## src/hw/rtl/fls_pkg.sv

```systemverilog
// shared types and constants for the letter frequency sort block
// no dependencies
package fls_pkg;

   localparam int DEF_ALPHABET_SIZE = 26;
   localparam int DEF_COUNT_BITS    = 16;

   localparam int CHAR_W  = 8;
   localparam int INDEX_W = 5;
   localparam int COUNT_W = 16;

   localparam logic [CHAR_W-1:0] LETTER_BASE = 8'd97;

   typedef struct packed {
      logic [CHAR_W-1:0] char_code;
      logic              last_char;
   } req_type;

   typedef struct packed {
      logic [INDEX_W-1:0] letter_index;
      logic [COUNT_W-1:0] letter_count;
      logic               last_entry;
   } rsp_type;

   // strobes from the sequencer to the counter memory
   typedef struct packed {
      logic rd_en;
      logic wr_en;
      logic clr_all;
   } mem_ctl_type;

endpackage

```

## src/hw/rtl/fls_mem.sv

```systemverilog
// letter counter memory with per-entry valid bits and registered read
// depends on fls_pkg
module fls_mem import fls_pkg::*; #(
   parameter int ALPHABET_SIZE = DEF_ALPHABET_SIZE,
   parameter int COUNT_BITS    = DEF_COUNT_BITS,
   localparam int IW           = $clog2(ALPHABET_SIZE)
) (
   input  logic                  clock,
   input  logic                  reset,
   input  mem_ctl_type           mem_ctl,
   input  logic [IW-1:0]         mem_addr,
   input  logic [COUNT_BITS-1:0] mem_wdata,
   output logic [COUNT_BITS-1:0] mem_rdata
);

   logic [COUNT_BITS-1:0]    mem_ff [ALPHABET_SIZE];
   logic [ALPHABET_SIZE-1:0] valid_ff;
   logic [COUNT_BITS-1:0]    rdata_ff;

   // an entry that is not valid reads as zero, so clearing only resets the valid bits
   always_ff @(posedge clock) begin
      if (reset) begin
         valid_ff <= '0;
      end else if (mem_ctl.clr_all) begin
         valid_ff <= '0;
      end else if (mem_ctl.wr_en) begin
         valid_ff[mem_addr] <= 1'b1;
      end
   end

   always_ff @(posedge clock) begin
      if (mem_ctl.wr_en) begin
         mem_ff[mem_addr] <= mem_wdata;
      end
      if (mem_ctl.rd_en) begin
         rdata_ff <= valid_ff[mem_addr] ? mem_ff[mem_addr] : '0;
      end
   end

   assign mem_rdata = rdata_ff;

endmodule

```

## src/hw/rtl/fls_ctrl.sv

```systemverilog
// sequencer: counts letters, then repeatedly scans for the largest count
// with one shared compare unit and emits the entries; depends on fls_pkg
module fls_ctrl import fls_pkg::*; #(
   parameter int ALPHABET_SIZE = DEF_ALPHABET_SIZE,
   parameter int COUNT_BITS    = DEF_COUNT_BITS,
   localparam int IW           = $clog2(ALPHABET_SIZE)
) (
   input  logic                  clock,
   input  logic                  reset,
   input  logic                  req_valid,
   output logic                  req_ready,
   input  req_type               req_data,
   output logic                  rsp_valid,
   input  logic                  rsp_ready,
   output rsp_type               rsp_data,
   output mem_ctl_type           mem_ctl,
   output logic [IW-1:0]         mem_addr,
   output logic [COUNT_BITS-1:0] mem_wdata,
   input  logic [COUNT_BITS-1:0] mem_rdata
);

   typedef enum logic [7:0] {
      ST_IDLE     = 8'b0000_0001,
      ST_RD       = 8'b0000_0010,
      ST_INC      = 8'b0000_0100,
      ST_SCAN_RD  = 8'b0000_1000,
      ST_SCAN_CMP = 8'b0001_0000,
      ST_DECIDE   = 8'b0010_0000,
      ST_PUT      = 8'b0100_0000,
      ST_LAST     = 8'b1000_0000
   } state_type;

   localparam logic [IW-1:0]         LAST_IDX  = IW'(ALPHABET_SIZE - 1);
   localparam logic [COUNT_BITS-1:0] COUNT_MAX = '1;

   state_type             state_ff, state_in;
   logic [IW-1:0]         letter_idx_ff, letter_idx_in;
   logic                  last_ff, last_in;
   logic [IW-1:0]         scan_idx_ff, scan_idx_in;
   logic [IW-1:0]         best_idx_ff, best_idx_in;
   logic [COUNT_BITS-1:0] best_cnt_ff, best_cnt_in;
   logic                  pend_vld_ff, pend_vld_in;
   logic [IW-1:0]         pend_idx_ff, pend_idx_in;
   logic [COUNT_BITS-1:0] pend_cnt_ff, pend_cnt_in;
   logic                  rsp_valid_ff, rsp_valid_in;
   rsp_type               rsp_data_ff, rsp_data_in;

   logic [CHAR_W-1:0] letter_off;
   logic              is_letter;
   logic              req_take;
   logic              out_free;
   logic              best_nz;

   assign letter_off = req_data.char_code - LETTER_BASE;
   assign is_letter  = (req_data.char_code >= LETTER_BASE) &&
                       (letter_off < CHAR_W'(ALPHABET_SIZE));
   assign req_take   = req_valid && state_ff == ST_IDLE;
   assign out_free   = !rsp_valid_ff || rsp_ready;
   assign best_nz    = best_cnt_ff != '0;

   always_comb begin
      state_in      = state_ff;
      letter_idx_in = letter_idx_ff;
      last_in       = last_ff;
      scan_idx_in   = scan_idx_ff;
      best_idx_in   = best_idx_ff;
      best_cnt_in   = best_cnt_ff;
      pend_vld_in   = pend_vld_ff;
      pend_idx_in   = pend_idx_ff;
      pend_cnt_in   = pend_cnt_ff;
      rsp_valid_in  = rsp_valid_ff && !rsp_ready;
      rsp_data_in   = rsp_data_ff;
      mem_ctl       = '0;
      mem_addr      = letter_idx_ff;
      mem_wdata     = '0;

      unique case (state_ff)
         ST_IDLE: begin
            if (req_take) begin
               letter_idx_in = letter_off[IW-1:0];
               last_in       = req_data.last_char;
               scan_idx_in   = '0;
               best_idx_in   = '0;
               best_cnt_in   = '0;
               if (is_letter) begin
                  state_in = ST_RD;
               end else if (req_data.last_char) begin
                  state_in = ST_SCAN_RD;
               end
            end
         end
         ST_RD: begin
            mem_ctl.rd_en = 1'b1;
            state_in      = ST_INC;
         end
         ST_INC: begin
            // saturating increment
            mem_ctl.wr_en = 1'b1;
            mem_wdata     = (mem_rdata == COUNT_MAX) ? mem_rdata
                                                     : mem_rdata + COUNT_BITS'(1);
            state_in      = last_ff ? ST_SCAN_RD : ST_IDLE;
         end
         ST_SCAN_RD: begin
            mem_ctl.rd_en = 1'b1;
            mem_addr      = scan_idx_ff;
            state_in      = ST_SCAN_CMP;
         end
         ST_SCAN_CMP: begin
            // strict compare keeps the lowest index on ties
            if (mem_rdata > best_cnt_ff) begin
               best_cnt_in = mem_rdata;
               best_idx_in = scan_idx_ff;
            end
            if (scan_idx_ff == LAST_IDX) begin
               state_in = ST_DECIDE;
            end else begin
               scan_idx_in = scan_idx_ff + IW'(1);
               state_in    = ST_SCAN_RD;
            end
         end
         ST_DECIDE: begin
            if (best_nz) begin
               // remove the winner so the next pass finds the runner-up
               mem_ctl.wr_en = 1'b1;
               mem_addr      = best_idx_ff;
               if (pend_vld_ff) begin
                  state_in = ST_PUT;
               end else begin
                  pend_vld_in = 1'b1;
                  pend_idx_in = best_idx_ff;
                  pend_cnt_in = best_cnt_ff;
                  scan_idx_in = '0;
                  best_idx_in = '0;
                  best_cnt_in = '0;
                  state_in    = ST_SCAN_RD;
               end
            end else begin
               state_in = ST_LAST;
            end
         end
         ST_PUT: begin
            if (out_free) begin
               rsp_valid_in              = 1'b1;
               rsp_data_in.letter_index  = INDEX_W'(pend_idx_ff);
               rsp_data_in.letter_count  = COUNT_W'(pend_cnt_ff);
               rsp_data_in.last_entry    = 1'b0;
               pend_idx_in               = best_idx_ff;
               pend_cnt_in               = best_cnt_ff;
               scan_idx_in               = '0;
               best_idx_in               = '0;
               best_cnt_in               = '0;
               state_in                  = ST_SCAN_RD;
            end
         end
         ST_LAST: begin
            if (out_free) begin
               rsp_valid_in = 1'b1;
               if (pend_vld_ff) begin
                  rsp_data_in.letter_index = INDEX_W'(pend_idx_ff);
                  rsp_data_in.letter_count = COUNT_W'(pend_cnt_ff);
               end else begin
                  rsp_data_in.letter_index = '0;
                  rsp_data_in.letter_count = '0;
               end
               rsp_data_in.last_entry = 1'b1;
               pend_vld_in            = 1'b0;
               mem_ctl.clr_all        = 1'b1;
               state_in               = ST_IDLE;
            end
         end
         default: begin
            state_in = ST_IDLE;
         end
      endcase
   end

   always_ff @(posedge clock) begin
      if (reset) begin
         state_ff     <= ST_IDLE;
         pend_vld_ff  <= 1'b0;
         rsp_valid_ff <= 1'b0;
      end else begin
         state_ff     <= state_in;
         pend_vld_ff  <= pend_vld_in;
         rsp_valid_ff <= rsp_valid_in;
      end
   end

   always_ff @(posedge clock) begin
      letter_idx_ff <= letter_idx_in;
      last_ff       <= last_in;
      scan_idx_ff   <= scan_idx_in;
      best_idx_ff   <= best_idx_in;
      best_cnt_ff   <= best_cnt_in;
      pend_idx_ff   <= pend_idx_in;
      pend_cnt_ff   <= pend_cnt_in;
      rsp_data_ff   <= rsp_data_in;
   end

   assign req_ready = state_ff == ST_IDLE;
   assign rsp_valid = rsp_valid_ff;
   assign rsp_data  = rsp_data_ff;

endmodule

```

## src/hw/rtl/letter_frequency_sort_top.sv

```systemverilog
// letter frequency sort: a non-letter that is not last is taken while idle, a letter is
// read, then saturating written back to the counter memory; a new transaction is taken
// only after the last one is done. on the last transaction the block runs k+1 scan passes
// for k nonzero letters, each pass reading every counter in turn, and emits the entries,
// each entry also waiting for rsp_ready; the single memory port and shared compare unit make the scan serial.
// reset clears the sequencer, output valid and the counter valid bits
module letter_frequency_sort_top import fls_pkg::*; #(
   parameter int ALPHABET_SIZE = DEF_ALPHABET_SIZE,
   parameter int COUNT_BITS    = DEF_COUNT_BITS
) (
   input  logic    clock,
   input  logic    reset,
   input  logic    req_valid,
   output logic    req_ready,
   input  req_type req_data,
   output logic    rsp_valid,
   input  logic    rsp_ready,
   output rsp_type rsp_data
);

   localparam int IW = $clog2(ALPHABET_SIZE);

   mem_ctl_type           mem_ctl;
   logic [IW-1:0]         mem_addr;
   logic [COUNT_BITS-1:0] mem_wdata;
   logic [COUNT_BITS-1:0] mem_rdata;

   fls_ctrl #(
      .ALPHABET_SIZE (ALPHABET_SIZE),
      .COUNT_BITS    (COUNT_BITS)
   ) u_ctrl (
      .clock     (clock),
      .reset     (reset),
      .req_valid (req_valid),
      .req_ready (req_ready),
      .req_data  (req_data),
      .rsp_valid (rsp_valid),
      .rsp_ready (rsp_ready),
      .rsp_data  (rsp_data),
      .mem_ctl   (mem_ctl),
      .mem_addr  (mem_addr),
      .mem_wdata (mem_wdata),
      .mem_rdata (mem_rdata)
   );

   fls_mem #(
      .ALPHABET_SIZE (ALPHABET_SIZE),
      .COUNT_BITS    (COUNT_BITS)
   ) u_mem (
      .clock     (clock),
      .reset     (reset),
      .mem_ctl   (mem_ctl),
      .mem_addr  (mem_addr),
      .mem_wdata (mem_wdata),
      .mem_rdata (mem_rdata)
   );

endmodule

```

## config.mk

```make
export PLATFORM = sky130hd
export DESIGN_NAME = letter_frequency_sort_top
export DESIGN_NICKNAME = d
export VERILOG_FILES = /design/src/hw/rtl/fls_pkg.sv /design/src/hw/rtl/fls_mem.sv /design/src/hw/rtl/fls_ctrl.sv /design/src/hw/rtl/letter_frequency_sort_top.sv
export SDC_FILE = /design/constraint.sdc
export NUM_CORES = 1
export LEC_CHECK = 0
export ABC_AREA = 1
export BUFFER_PORTS_ARGS = -buffer_cell sky130_fd_sc_hd__buf_4
export CAP_MARGIN = 20
export CORE_ASPECT_RATIO = 0.75
export CORE_MARGIN = 2
export CORE_UTILIZATION = 63
export CTS_BUF_LIST = sky130_fd_sc_hd__clkbuf_4 sky130_fd_sc_hd__clkbuf_8 sky130_fd_sc_hd__clkbuf_16
export DETAILED_ROUTE_END_ITERATION = 8
export PLACE_DENSITY_LB_ADDON = 0.2
export REMOVE_ABC_BUFFERS = 1
export SLEW_MARGIN = 20
export SYNTH_ARGS = -nofsm -noshare
export SYNTH_HDL_FRONTEND = slang
export SYNTH_SLANG_ARGS = --single-unit
```

## constraint.sdc

```tcl
create_clock -name clock -period 3.4 [get_ports clock]
set_clock_uncertainty 0.1 [all_clocks]
set_input_delay 0.85 -clock clock [delete_from_list [all_inputs] [get_ports clock]]
set_output_delay 0.85 -clock clock [all_outputs]
set_load 0.01 [all_outputs]
```

# Word level (Yosys, flattened, before mapping)
# Memories as Yosys holds them, arrays and structs flattened. A register that Yosys moved wholly into a read port is not among the register bits.
# Index checks and enable logic that the tools add are counted.
# op_classes
mux	56
magnitude_cmp	5
n_reduce_logical	23
bitwise_logic	1
add_sub_neg	3
n_eq_ne	18
# ops
operator	n
$mux W16	10
$pmux W16 S4	1
$pmux W8 S8	1
$mux W5	10
$mux W8	6
$mux W22	2
$pmux W22 S2	1
$pmux W5 S4	2
$pmux W16 S2	1
$or A26 B26 Y26	1
$mux W21	1
$pmux W5 S2	2
$add A16 B1 Y16 const B	1
$eq A16 B16 Y1 const B	1
$gt A16 B16 Y1	1
$reduce_bool A16 Y1	1
$mux W1	12
$reduce_and A6 Y1	2
$ne A2 B1 Y1 const B	5
$eq A8 B1 Y1 const B	1
$eq A8 B2 Y1 const B	1
$eq A8 B3 Y1 const B	1
$eq A8 B4 Y1 const B	1
$eq A8 B5 Y1 const B	1
other kinds (27)	40
# totals
elab_cells	121
n_memories	1
output_inout_bits	24
regBits	111
inputBits	13
ram_bits	416
# memory_table
memory	words	word_bits	rd	rd_clocked_by_memory_dff	wr	line_no	source
u_mem.mem_ff	26	16	1	1	1	fls_mem.sv:16	logic [COUNT_BITS-1:0] mem_ff [ALPHABET_SIZE];

# Depth between registers and ports, before layout
# Gate-level depths: netlist of run 1.
# depth
depth_word	8
depth_mapped	21
ltp_nobuf	19

# Cells and area by module
# A second synthesis of run 1 with hierarchy kept.
# unflattened
hier_cells	2311
area_unflattened_um2	23278.6
# by_module_without_submodules
mod	n_inst	cells_per_inst	area_each_um2
fls_mem	1	1821	18801.8
fls_ctrl	1	490	4476.8

# Worst setup path before layout of run 1
# Ideal clock, no wire load.
# synth_timing
path_type	register to register
start	reg u_ctrl.state_ff[7]
end	reg u_ctrl.best_cnt_ff[0], enable pin
n_path_buf	0
path_slack_ns	0.291
setup_time_ns	0.406
arrival_ns	2.603
period_less_slack_ns	3.109
stages_incl_launch_ff	8
cell_sequence	dfxtp_1 nor2_2 inv_1 nor4_1 clkinv_1 nand3_1 nand3b_1 a21oi_1
# synth_via
elab_chain_cells	4
word_cells_on_any_way	12
# synth_lines
item	line_no	source
start: declaration	fls_ctrl.sv:36	state_type state_ff, state_in;
start signal: assignment	fls_ctrl.sv:183	state_ff <= state_in;
$eq A8 B1 Y1	fls_ctrl.sv:57, fls_ctrl.sv:77	
$logic_and A1 B1 Y1	fls_ctrl.sv:57	assign req_take = req_valid && state_ff == ST_IDLE;
$ne A2 B1 Y1 (no source line)	n/a	
$reduce_and A6 Y1 (no source line) *	n/a	
end signal: assignment	fls_ctrl.sv:194	best_cnt_ff <= best_cnt_in;
end: declaration	fls_ctrl.sv:41	logic [COUNT_BITS-1:0] best_cnt_ff, best_cnt_in;
# Every way passes the cells marked *; elsewhere a longest branch is shown, timed or not.
# A chain may end at the register's enable or synchronous reset.

# Final worst setup path of run 1
# layout_timing
start	reg u_ctrl.best_cnt_ff[15]
end	reg u_mem.rdata_ff[6], in the netlist u_mem.mem_rdata[6], read port of u_mem.mem_ff (data pin)
# layout_via
elab_chain_cells	6
# layout_lines
item	line_no	source
$reduce_bool A16 Y1 *	fls_ctrl.sv:59	assign best_nz = best_cnt_ff != '0;
$mux W5 *	fls_ctrl.sv:122	if (best_nz) begin
$pmux W5 S2 *	fls_ctrl.sv:77	unique case (state_ff)
$bmux W1 S5	fls_mem.sv:36	rdata_ff <= valid_ff[mem_addr] ? mem_ff[mem_addr] : '0;
$mux W1 (not written as such)	fls_mem.sv:36	
$logic_not A1 Y1 (no source line)	n/a	
end: declaration	fls_mem.sv:18	logic [COUNT_BITS-1:0] rdata_ff;
# Every way passes the cells marked *; elsewhere a longest branch is shown, timed or not. The select of a mux whose other input is x is not followed.

==> results.md, run 1 <==
- Most used cell, CP: nand2_1
- Post-synth top flop: edfxtp_1
- Routed Antenna Nets: 0
- Drt total wl: 64400 µm
- Detailed Route Iter0 Violations: between 2000 and 2500
- Fill count: roughly 2500
- Pre-CTS setup slack: just over 0.1 ns
- Final setup viols: 0
- FP Rows: 61
- WL/cell: between 20 and 25 µm
- Comb power frac: between 10% and 20%
- PwrDens: 582 nW/µm²
- Number of global-route vias before repair: 16700
- Worst vdd ir: approximately 0.73 mV
- Layout cell share with drive strength beyond 1: a little over an eighth
- Clk sinks: 543
- DRC: 0
- Die width: about 230 µm
- Final Net Count: roughly 2500
- Initial antenna violation count: 2
- Initial Util: roughly 64%
- Clock Tree Buf Depth: 3
- Final Hold Viols: 0
- CP Launch Point: u_ctrl.best_cnt_ff[15]
- Clock power share: between 30 and 40%
- GP Congestion: approximately 0.95
- Syn Std Cell Area: ~24000 µm²
- Hold slack: around 0.36 ns
- Core area: around 37000 µm²
- Switching share of power: a little over a quarter
- Min Tclk post-route: 3.30 ns
- CP delay by family, top: simple AND/OR/NAND/NOR gates
- Antenna Cells: 0
- Syn-to-layout area delta: 14.7%
- Slew @ Worst Pin: 1.17 ns
- Buf+Inv Stages, Crit Path: 4
- Seq/Total Area, Yosys: between 60 and 70%
- Unique masters post-synth: 44
- TritonCTS Buffers: 50
- Max FO, Critical Path: 23
- Net Sw Power: about 4.3 mW
- CTS tree: built
- DR vias/cell: slightly below 6
- Hold_buf cts: 0
- Final worst slack: slightly above 0.1 ns
- Largest net degree at the start of global routing: 89
- Status: complete, no violations
- GRT Residual Overflow: 0
- Worst hold path class: register to register
- Placed cell area: 25500 µm²
- Max-cap violations: 0
- Number of synthesized flops with an enable pin: 507
- Non-filler instance count after layout: ~3000
- Power, Total: about 16 mW
- Fin crit share: between 90% and 100%
- Crit-path cells: nor2_1, nand2_1, nor2_2, nand2_1, nand2_2, inv_1, nand2_1, nand3_4, clkinv_2, buf_12, nand2_1, a21oi_1, nor2_1, nand2_4, nand2_1, inv_1
- Die height: 173 µm
- Vias: approximately 17000
- Max Transition Viols Final: 0
- Cell count after synthesis: 2348
- Fmax: 303 MHz
- Post-DP HPWL: about 40000 µm
- Register clock-pin slew on the reported worst setup and hold paths: 0.07 ns
- Syn avg cell area: 10.2 µm²
- HP Start: u_ctrl.best_idx_ff[3]
- Ys async rst share: 0%
- Gr usage total: 32.1%
- Port bufs: 36
- Design Area, Final: 27400 µm²
- Worst setup SP type: register
- Worst path arrival time: ~3.7 ns
- Global-route wire length before repair: 97100 µm
- Design internal power: 11.7 mW
- Yosys warns: 0
- Flop pwr share: a little under half
- Slowest cell on the critical path: a21oi_1
- Seq cells post-synth: 543
- Die area: 39600 µm²
- Slew Limit Headroom: a little over a fifth
- Critical Path RT: approximately 3.8 ns
- H-tree levels: 2
- Worst skew pair latency: ~0.58 ns
- CTS Root Buffer Type: clkbuf_16
- Crit-path max cell delay: 0.45 ns
- Top Ports: 37
- CP endpoint kind: register
- CP Class: register to register
- TritonRoute pass-1 iters: 8
- Leak pwr: 11.0 nW
- Reg2Reg Launch Point: u_ctrl.best_cnt_ff[15]
- Placed Cells: 2883
-- worst paths after layout --
check,endpoint,slack (ns),cells after the start
worst max register to register,u_mem.mem_rdata[6],0.10,16
worst min-delay path,u_ctrl.pend_idx_ff[3],0.36,0
worst min register to register,u_ctrl.pend_idx_ff[3],0.36,0
worst max-delay path,u_mem.mem_rdata[6],0.10,16
-- placed cells by master, fill, tap and decap left out, types with 4 or more instances in the layout --
master | netlist | final
nand2_1 | 942 | 942
edfxtp_1 | 507 | 507
nor2_1 | 211 | 207
nand3_1 | 204 | 204
inv_1 | 126 | 126
buf_4 | 15 | 112
clkbuf_16 | 0 | 55
a21oi_1 | 43 | 37
dfxtp_1 | 36 | 36
buf_12 | 0 | 30
o21ai_0 | 28 | 28
ha_1 | 20 | 20
nor2_2 | 16 | 19
nor3_1 | 20 | 15
clkbuf_8 | 0 | 12
nand2_2 | 12 | 11
clkinv_2 | 0 | 10
inv_2 | 11 | 9
nand4_1 | 8 | 8
clkinv_1 | 2 | 8
nor3_2 | 2 | 7
nand3_4 | 6 | 7
clkbuf_4 | 0 | 7
nor4_1 | 7 | 6
a21oi_2 | 1 | 6
nor2_4 | 5 | 6
xor2_1 | 5 | 5
bufinv_16 | 0 | 5
inv_4 | 4 | 4
nand2_4 | 3 | 4
-- cells in the mapped netlist, types with 2 or more instances --
library cell | number | area, µm²
inv_4 | 4 | 25.0
nand2_4 | 3 | 33.8
inv_1 | 126 | 473
buf_2 | 73 | 365
nand4_1 | 8 | 50.1
clkbuf_1 | 8 | 30.0
buf_6 | 10 | 113
nand3_2 | 2 | 20.0
nor4_1 | 7 | 43.8
o21ai_0 | 28 | 140
inv_2 | 11 | 41.3
nor3_1 | 20 | 100
nand3_4 | 6 | 105
nand2_1 | 942 | 3540
nand3_1 | 204 | 1020
nand2_8 | 2 | 40.0
nand2_2 | 12 | 75.1
dfxtp_1 | 36 | 721
xor2_1 | 5 | 43.8
a211oi_1 | 3 | 22.5
buf_4 | 15 | 113
o211ai_1 | 3 | 22.5
a21oi_1 | 43 | 215
nor2_1 | 211 | 792
nor2_4 | 5 | 56.3
nor3_2 | 2 | 20.0
edfxtp_1 | 507 | 15200
ha_1 | 20 | 250
nor2_2 | 16 | 100
clkinv_1 | 2 | 7.51
-- final cells by class --
class	count	area [µm²]	share of cell area [%]
Timing Repair Buffer	147	1560	5.68
Tap cell	504	631	2.30
Sequential cell	543	15900	58.1
Clock buffer	72	1540	5.63
Multi-Input combinational cell	1556	6960	25.4
Inverter	143	553	2.02
Clock inverter	22	234	0.853
-- sequential cells by signal, summed over array words and instances, names as in the netlist --
name                  count
u_mem.mem_ff            416
u_mem.valid_ff           26
u_ctrl.rsp_data          22
u_ctrl.best_cnt_ff       16
u_ctrl.pend_cnt_ff       16
u_mem.mem_rdata          16
u_ctrl.state_ff           8
u_ctrl.best_idx_ff        5
u_ctrl.letter_idx_ff      5
u_ctrl.pend_idx_ff        5
u_ctrl.scan_idx_ff        5
u_ctrl.last_ff            1
u_ctrl.pend_vld_ff        1
u_ctrl.rsp_valid          1
-- through the flow --
step                setup TNS, ns  utilization (%)
global route             -0.00994             73.6
global placement                0             68.4
CTS                             0             73.2
finish                          0             73.6
detailed placement              0             68.4
floorplan                 -632.35                -
-- power groups by stage --
stage | logic [mW] | clock network [mW] | registers [mW]
6_report | 2.53 | 5.98 | 7.45
5_1_grt | 2.77 | 6.26 | 7.45
4_1_cts | 2.43 | 6.00 | 7.44
3_5_place_dp | 2.40 | 0 | 7.59
3_3_place_gp | 2.33 | 0 | 7.58
2_1_floorplan | 1.59 | 0 | 7.55
-- what timing repair did --
| item | CTS | global route |
|---|---|---|
| endpoints found under the setup margin | 0 | 78 |
| setup buffers | 0 | 7 |
| gates resized for setup | 0 | 7 |
-- cell families after synthesis --
| group | share of synthesized area (%) |
|---|---|
| AO/OA/AOI/OAI | 1.89 |
| XOR/XNOR | 0.183 |
| adder cells (fa/ha/maj) | 1.05 |
| buffers and inverters | 4.90 |
| flip-flops | 66.7 |
| AND/OR/NAND/NOR | 25.3 |
-- layer usage --
metal / track usage, % / vias up / part of all wire (%)
met5: 1.80 / - / 0.15
met4: 11.2 / 3 / 3.2
met3: 9.07 / 138 / 13
met2: 47.5 / 1089 / 44
met1: 46.0 / 8277 / 39
li1: - / 7973 / -
Power figures use the tool's default switching activity.
==> inputs of run 2 (changes only) <==
- clock period: 3.4 -> 3.2 ns (I/O delays scaled with it)
==> run 2 against run 1 <==
Compared with the run above:
- global-route usage rose by 0.45 points
- clock-buffer cell count fell by 7
- sequential share of layout area fell by 0.83 points
- worst setup slack got worse by 0.011 ns
- clock power rose by 12%
- cell count rose by 0.90%
- largest power group unchanged
- highest routed layer unchanged
==> results.md, run 2 (synthesis gave the netlist of run 1 again) <==
- Status: complete, no violations
- Max-cap violations: 0
- Drt total wl: about 65000 µm
- Worst setup SP type: register
- Fmax: between 300 and 400 MHz
- Crit-path cells: nor2_2, nand2_2, inv_1, nand2_2, inv_2, nand2_1, nand2_2, clkinv_4, buf_12, nand3_1, nand2_1, nand2_1, nand2_1, nand2_1, nand2_1, nor2_4, nand2_4, nand2_1, inv_1
- Die width: roughly 230 µm
- Layout cell share with drive strength beyond 1: 14.3%
- Min Tclk post-route: slightly above 3 ns
- Final worst slack: 0.0918 ns
- Port bufs: 36
- Slew Limit Headroom: between 50% and 60%
- Pre-CTS setup slack: around 0.013 ns
- Register clock-pin slew on the reported worst setup and hold paths: around 0.070 ns
- Number of global-route vias before repair: 16600
- Global-route wire length before repair: between 90000 and 100000 µm
- Detailed Route Iter0 Violations: approximately 2500
- Initial antenna violation count: 2
- Most flop-heavy register: u_mem.mem_ff
- Die area: between 30000 and 40000 µm²
- Placed Cells: a little under 3000
- Clk sinks: ~540
- Core area: around 37000 µm²
- Initial Util: 64.2%
- Non-filler instance count after layout: between 3000 and 4000
- DR vias/cell: approximately 5.8
- Worst vdd ir: 0.793 mV
- Worst skew pair latency: between 0.5 and 0.6 ns
- Fin crit share: a little over nine tenths
- CTS Root Buffer Type: clkbuf_16
- Most frequent cells in the layout: nand2_1 (938), edfxtp_1 (507), nand3_1 (204), nor2_1 (204), buf_4 (129)
- Max Transition Viols Final: 0
- Vias: roughly 18000
- H-tree levels: 2
- WL/cell: ~21 µm
- TritonCTS Buffers: a little over 50
- Largest register FFs: 416
- Hold slack: 0.315 ns
- GRT Residual Overflow: 0
- Final Net Count: 2500
- Syn-to-layout area delta: 16.3%
- Gr usage total: around 33%
- GP Congestion: roughly 0.94
- Crit-path max cell delay: roughly 0.34 ns
- Slowest cell on the critical path: dfxtp_1
- Routed Antenna Nets: 0
- Worst path arrival time: 3.35 ns
- Slew @ Worst Pin: around 0.63 ns
- CTS tree: built
- Post-layout util: around three quarters
- Post-DP HPWL: slightly above 40000 µm
- Largest net degree at the start of global routing: 90
- Commonest non-fill, non-tap cell in the layout: nand2_1
- Max FO, Critical Path: slightly below 90
- Most used cell, CP: nand2_1
- Final setup viols: 0
- Clock Tree Buf Depth: 3
- TritonRoute pass-1 iters: 6
- DRC: 0
- FP Rows: roughly 60
- Critical Path RT: around 3.4 ns
- Top Ports: 37
- CP endpoint kind: register
- Die height: 173 µm
- Leak pwr: 11.1 nW
- Worst hold path class: input port to register
- Final Hold Viols: 0
- PwrDens: 624 nW/µm²
- CP Class: register to register
[run 2: cell count changes in the layout (fill, tap and decap cells not counted), sizes merged, moves of 2 or more]
cell | before | now
bufinv | 5 | 10
clkbuf | 74 | 66
buf | 145 | 170
inv | 140 | 142
clkinvlp | 1 | 6
clkinv | 19 | 15
[run 2: routing by layer]
metal	global-route usage (%)	wire, µm	vias up
met5	0	11	-
met4	10.7	1970	2
met3	8.29	8130	137
met2	47.4	28000	1116
met1	48.4	26600	8320
li1	-	-	8026
[run 2: worst max-delay path, delay by kind of cell (launching register included)]
family | cells | cell delay (ns)
simple gates | 14 | 1.72
flops | 1 | 0.34
buf+inv | 5 | 0.63
[run 2: worst paths after layout]
path | start | to | slack (ns) | cells after the start
min | req_data[0] | u_ctrl.last_ff | 0.31 | 1
min reg2reg | u_ctrl.best_idx_ff[0] | u_ctrl.pend_idx_ff[0] | 0.36 | 0
max reg2reg | u_ctrl.state_ff[4] | u_mem.mem_rdata[12] | 0.09 | 19
max | u_ctrl.state_ff[4] | u_mem.mem_rdata[12] | 0.09 | 19
[run 2: through the flow]
step / instance area (µm²) / setup TNS (ns) / total power [mW]
after floorplan: 23300 / -764.52 / 9.71
after global placement: 25700 / 0 / 10.6
after detailed placement: 25700 / 0 / 10.7
after CTS: 27600 / 0 / 17.2
after global routing: 27800 / -0.000267 / 18.0
final: 27800 / 0 / 17.4
[run 2: report_power, final]
group | internal, mW | leakage [nW] | switching (mW) | total, mW
logic | 0.923 | 6.21 | 1.87 | 2.79
registers | 7.81 | 4.02 | 0.0996 | 7.91
clock network | 4.02 | 0.910 | 2.65 | 6.67
total | 12.7 | 11.1 | 4.62 | 17.4
[run 2: area by class of cell]
class	count	area, µm²
clock buffer	65	1450
fill	2534	9420
multi-input combinational	1557	7020
timing repair buffer	171	1800
antenna	1	2.50
inverter	143	554
clock inverter	30	422
tap	504	631
sequential	543	15900
[run 2: timing repair]
item                                    in CTS  in global routing
endpoints found under the setup margin      16                101
hold buffers                                 0                  0
gates resized for setup                      2                 24
cloned                                       0                  3
buffers inserted                             2                  9
pin swaps                                    1                  5
